===== src/hw/rtl/shb_pkg.sv =====
// ----------------------------------------------------------------------------
// shb_pkg
// Types, widths and constant tables for the spherical harmonic basis block.
// ----------------------------------------------------------------------------
package shb_pkg;

  localparam int CoordW = 16;
  localparam int SqW    = 32;
  localparam int CombW  = 35;
  localparam int PolyW  = 34;
  localparam int CoefW  = 27;
  localparam int ValW   = 18;

  typedef struct packed {
    logic       valid;
    logic [3:0] idx;
    logic       last;
  } shb_tag_t;

  function automatic logic signed [CoefW-1:0] shb_coef(input logic [3:0] idx);
    logic signed [CoefW-1:0] c;
    case (idx)
      4'd0:                c = 27'sd4732765;
      4'd1, 4'd2, 4'd3:    c = 27'sd8197390;
      4'd4, 4'd5, 4'd7:    c = 27'sd18329921;
      4'd6:                c = 27'sd5291392;
      4'd8:                c = 27'sd9164961;
      4'd9, 4'd15:         c = 27'sd9899289;
      4'd10:               c = 27'sd48496413;
      4'd11, 4'd13:        c = 27'sd7667956;
      4'd12:               c = 27'sd6260860;
      default:             c = 27'sd24248206;
    endcase
    return c;
  endfunction

  function automatic logic [1:0] shb_band(input logic [3:0] idx);
    logic [1:0] b;
    case (idx)
      4'd0:                      b = 2'd0;
      4'd1, 4'd2, 4'd3:          b = 2'd1;
      4'd4, 4'd5, 4'd6, 4'd7, 4'd8: b = 2'd2;
      default:                   b = 2'd3;
    endcase
    return b;
  endfunction

  function automatic logic signed [2:0] shb_order(input logic [3:0] idx);
    logic signed [2:0] m;
    case (idx)
      4'd0, 4'd2, 4'd6, 4'd12: m = 3'sd0;
      4'd1, 4'd5, 4'd11:       m = -3'sd1;
      4'd3, 4'd7, 4'd13:       m = 3'sd1;
      4'd4, 4'd10:             m = -3'sd2;
      4'd8, 4'd14:             m = 3'sd2;
      4'd9:                    m = -3'sd3;
      default:                 m = 3'sd3;
    endcase
    return m;
  endfunction

  function automatic logic [3:0] shb_last_idx(input logic [1:0] band);
    logic [3:0] n;
    case (band)
      2'd0:    n = 4'd0;
      2'd1:    n = 4'd3;
      2'd2:    n = 4'd8;
      default: n = 4'd15;
    endcase
    return n;
  endfunction

endpackage


===== src/hw/rtl/shb_if.sv =====


interface shb_res_if;
  logic               valid;
  logic               ready;
  logic [3:0]         mode_index;
  logic [1:0]         band;
  logic signed [2:0]  order;
  logic signed [17:0] basis_value;
  logic               last_mode;
  modport source (output valid, mode_index, band, order, basis_value, last_mode,
                  input ready);
  modport sink   (input valid, mode_index, band, order, basis_value, last_mode,
                  output ready);
endinterface



===== src/hw/rtl/shb_scale.sv =====
// ----------------------------------------------------------------------------
// shb_scale
// Scale the polynomial by its constant, round to Q2.16, saturate and drive
// the result register.
// ----------------------------------------------------------------------------
module shb_scale (
  input  logic               clk,
  input  logic               rst,
  input  logic               adv,
  input  shb_pkg::shb_tag_t  tag_in,
  input  logic signed [33:0] poly,
  shb_res_if.source          res_out
);
  import shb_pkg::*;

  shb_tag_t           t5;
  logic signed [60:0] prod5;
  logic signed [60:0] rnd;
  logic signed [22:0] v;
  logic signed [ValW-1:0] sat;

  always_ff @(posedge clk) begin
    if (rst) begin
      t5.valid      <= 1'b0;
      res_out.valid <= 1'b0;
    end else if (adv) begin
      t5            <= tag_in;
      res_out.valid <= t5.valid;
    end
  end

  always_ff @(posedge clk) begin
    if (adv) begin
      prod5   <= 61'(poly) * 61'(shb_coef(tag_in.idx));
    end
  end

  assign rnd = prod5 + (61'sd1 <<< 37);
  assign v   = 23'(rnd >>> 38);

  always_comb begin
    if (v > 23'sd131071) begin
      sat = 18'sd131071;
    end else if (v < -23'sd131072) begin
      sat = -18'sd131072;
    end else begin
      sat = ValW'(v);
    end
  end

  always_ff @(posedge clk) begin
    if (adv) begin
      res_out.mode_index  <= t5.idx;
      res_out.band        <= shb_band(t5.idx);
      res_out.order       <= shb_order(t5.idx);
      res_out.basis_value <= sat;
      res_out.last_mode   <= t5.last;
    end
  end

endmodule


===== src/flat_wrapper.sv =====
// flat-port wrapper written by rule: the top's interface ports become plain ports
module shb_scale_flat import shb_pkg::*;
  (clk, rst, adv, tag_in, poly, res_out_valid, res_out_mode_index, res_out_band, res_out_order, res_out_basis_value, res_out_last_mode, res_out_ready);
  shb_res_if res_out_i ();
  input  logic clk;
  input  logic rst;
  input  logic adv;
  input  shb_pkg::shb_tag_t tag_in;
  input  logic signed [33:0] poly;
  output wire logic [$bits(res_out_i.valid)-1:0] res_out_valid;
  output wire logic [$bits(res_out_i.mode_index)-1:0] res_out_mode_index;
  output wire logic [$bits(res_out_i.band)-1:0] res_out_band;
  output wire logic [$bits(res_out_i.order)-1:0] res_out_order;
  output wire logic [$bits(res_out_i.basis_value)-1:0] res_out_basis_value;
  output wire logic [$bits(res_out_i.last_mode)-1:0] res_out_last_mode;
  input wire logic [$bits(res_out_i.ready)-1:0] res_out_ready;
  assign res_out_valid = res_out_i.valid;
  assign res_out_mode_index = res_out_i.mode_index;
  assign res_out_band = res_out_i.band;
  assign res_out_order = res_out_i.order;
  assign res_out_basis_value = res_out_i.basis_value;
  assign res_out_last_mode = res_out_i.last_mode;
  assign res_out_i.ready = res_out_ready;
  shb_scale u_core (.clk(clk), .rst(rst), .adv(adv), .tag_in(tag_in), .poly(poly), .res_out(res_out_i));
endmodule

===== config.mk =====
export PLATFORM = sky130hd
export DESIGN_NAME = shb_scale_flat
export DESIGN_NICKNAME = d
export VERILOG_FILES = /design/src/hw/rtl/shb_pkg.sv /design/src/hw/rtl/shb_if.sv /design/src/hw/rtl/shb_scale.sv /design/src/flat_wrapper.sv
export SDC_FILE = /design/constraint.sdc
export NUM_CORES = 2
export LEC_CHECK = 0
export ABC_AREA = 1
export BUFFER_PORTS_ARGS = -buffer_cell sky130_fd_sc_hd__buf_2
export CORE_UTILIZATION = 40
export DETAILED_ROUTE_END_ITERATION = 16
export GPL_TIMING_DRIVEN = 0
export PLACE_DENSITY = 0.56
export SYNTH_ARGS = -nofsm -noshare
export SYNTH_HDL_FRONTEND = slang
export SYNTH_SLANG_ARGS = --single-unit
export TNS_END_PERCENT = 20

===== constraint.sdc =====
create_clock -name clk -period 7.95 [get_ports clk]
set_input_delay 0.3975 -clock clk [delete_from_list [all_inputs] [get_ports clk]]
set_output_delay 0.3975 -clock clk [all_outputs]
set_load 0.01 [all_outputs]

==> run summary <==
Max Clk Rate = 128 MHz
Fillcell total = 8940
Core area = 85100 sq um
Syn Nets = 5383
Final setup violating endpoints = 0
Critical Path AT = 7.87 ns
RSZ-0062 raised after global routing = yes
Total GRT Usage = 0.293
Final Hold Fails = 0
NumNets Final = 5472
Vias per cell = 5.07
Avg Cell Area, Syn = 8.06 sq um
DP HPWL = 106000 microns
Min-Delay Startpoint = tag_in[0]
Reg2reg start = u_core.prod5[37]$_DFFE_PP_
Vias in the first global route = 29362
Slowest stage cell, crit path = fa_2
Area growth from synthesis to layout = 7.84%
# clock sinks = 58
Crit-path max FO = 10
Final GP Congestion = 0.982
Clk_lat worst skew = 0.34 ns
Die W = 295 microns
Pins Over Slew Limit = 0
Synth Cell Area = 34400 sq um
Placed inst area = 36200 sq um
Final Cycle Share = 0.980
Via count = 27914
Measured slew at the worst slew-check pin = 1.21 ns
Synth Area in Compound Gates = 0.0294
Most frequent CP cell = inv_1
Die Footprint = 87300 sq um
Largest net degree at the start of global routing = 55
Post-synthesis sequential area ratio = 0.0500
Fraction of layout cells with a size suffix above 1 = 0.0623
CP peak stage delay = 0.63 ns
Top-Level Pins = 73
Crit path from = tag_in[2]
Port Buffers = 65
Reg area = 1720 sq um
Simple-Gate Fraction of Synth Area = 0.170
Synth Area in Adders = 0.585
Max-cap violations = 0
Status = finished clean
First DRT Iteration DRCs = 2347
Share of the synthesized area in the top cell type = 0.524
Crit start category = input pin
Post-synthesis mux area share = 0
Total Wirelength = 123000 microns
Finished Layout Cells = 5509
Post-route minimum period = 7.79 ns
Primary FF master, synth = edfxtp_1
CP Data Required Time = 8.03 ns
Clock root buffer = clkbuf_16
Setup Skew = 0.00705 ns
Placed Cells = 5479
EDFF count, synth = 56
Main combinational cell family by area after synthesis = adder cells
CTS Hold Bufs = 0
CP Capture Type = flop
Antenna-violating nets left = 0
Netlist cell types = 46
Design area = 37100 sq um
Area of the multi-input gates = 27500 sq um
Total grt overflow = 0
Average wire per standard cell = 22.2 microns
Ys async rst share = 0
WHS = 0.227 ns
Clock-pin slew on the worst setup and hold paths = 0.06 ns
Inserted Clock Buffers = 9
Synth area leaders = fa_1 52%, inv_1 14%, nand2_1 8.3%
Buffer depth of the longest clock path = 2
H-tree depth = 3
Row cnt = 107
Xor/xnor share of the synthesized area = 0.00712
Synthesized instance count = 4270
YS warnings = 0
Initial antenna violation count = 4
Utilization after layout = 0.436
DRC = 0
Cell taking the most area after synthesis = fa_1
First-pass GRT wire length = 184000 microns
Initial Util = 0.404
CTS tree = done
Hold WC Path Type = input pin to flop
DRT Pass-1 Iters = 5
Die Ht = 295 microns
Setup Crit Path Kind = input pin to flop
FF+latch count, synth = 58
Slew Limit Headroom = 0.195
==> path summary, 6_finish.rpt <==
check,endpoint,slack (ns),cells after the start
setup reg to reg,u_core.res_out.basis_value[13]$_SDFFCE_PN1P_,5.76,11
hold reg to reg,u_core.res_out.last_mode$_DFFE_PP_,0.43,0
setup / recovery,u_core.prod5[58]$_DFFE_PP_,0.16,31
hold / removal,u_core.t5[0]$_DFFE_PP_,0.23,1
==> cells by family (layout without fill, tap and decap cells) <==
group	Yosys count	count (layout)
and+or+nand+nor	1494	1494
buffers and inverters	1441	1535
AOI/OAI and AO/OA	180	180
adders and majority gates	1069	1069
DFF	58	58
xor gates and xnor gates	28	28
other	0	1
==> metal layers <==
| metal | track usage | part of all wire | vias to the layer above |
|---|---|---|---|
| li1 | - | - | 12137 |
| met1 | 0.383 | 0.40 | 14293 |
| met2 | 0.466 | 0.45 | 1188 |
| met3 | 0.0565 | 0.087 | 296 |
| met4 | 0.140 | 0.060 | 0 |
| met5 | 0 | 0 | - |
==> through the flow <==
step,TNS [ns],setup WS (ns)
2_1_floorplan,0,0.695
3_3_place_gp,-29.90,-1.78
3_5_place_dp,-29.28,-1.73
4_1_cts,0,0.00219
5_1_grt,-0.0480,-0.0359
6_report,0,0.157
==> state kept, by name (all words and copies together), names as in the netlist <==
signal,flops
u_core.res_out.band,2
u_core.res_out.mode_index,3
u_core.t5,6
u_core.prod5,24
u_core.res_out.valid,1
u_core.res_out.basis_value,18
u_core.res_out.last_mode,1
u_core.res_out.order,3
==> area by class of cell <==
cell class / count / share of cell area
Timing Repair Buffer: 80 / 0.0125
Antenna cell: 1 / 0.0000674
Sequential cell: 58 / 0.0464
Clock buffer: 9 / 0.00607
Tap cell: 1144 / 0.0385
Buffer: 147 / 0.0201
Multi-Input combinational cell: 2771 / 0.741
Clock inverter: 7 / 0.00337
Inverter: 1292 / 0.132
==> placed cells by master (no fill, tap or decap), types with 15 or more instances in the layout <==
cell      Yosys  layout
fa_1        901     894
a21oi_1      79      70
buf_4         1      23
buf_2        15      76
nand3_1      50      50
ha_1        168     158
clkbuf_4      0      15
nor3_1       20      16
nand2_1     765     759
o21ai_0      54      38
edfxtp_1     56      56
inv_1      1280    1269
clkbuf_2      2      30
nor2_1      616     602
clkbuf_1    123      75
xor2_1       19      19
==> timing repair <==
action	CTS	global route
buffers inserted	5	10
setup endpoints to repair	24	24
endpoints found under the hold margin	0	0
resized for setup	81	151
pin swaps	2	1
==> critical path, delay by kind of cell <==
family          cells  cell delay (ns)
simple gates       10             1.27
compound gates      1             0.16
buf+inv            11             1.46
fa+ha+maj           9             4.57
==> synthesized netlist by cell type (5+ instances only) <==
cell and number:
a21o_1 11, a21oi_1 79, buf_1 6, buf_2 15, clkbuf_1 123, clkinv_1 5, edfxtp_1 56, fa_1 901
ha_1 168, inv_1 1280, inv_2 6, nand2_1 765, nand2_2 7, nand3_1 50, nand4_1 11, nor2_1 616
nor3_1 20, o21a_1 11, o21ai_0 54, o21bai_1 7, xnor2_1 9, xor2_1 19
Power is left out: the tool's default activity adds up to more than one toggle a clock period on the data nets, which glitch-free logic cannot reach.
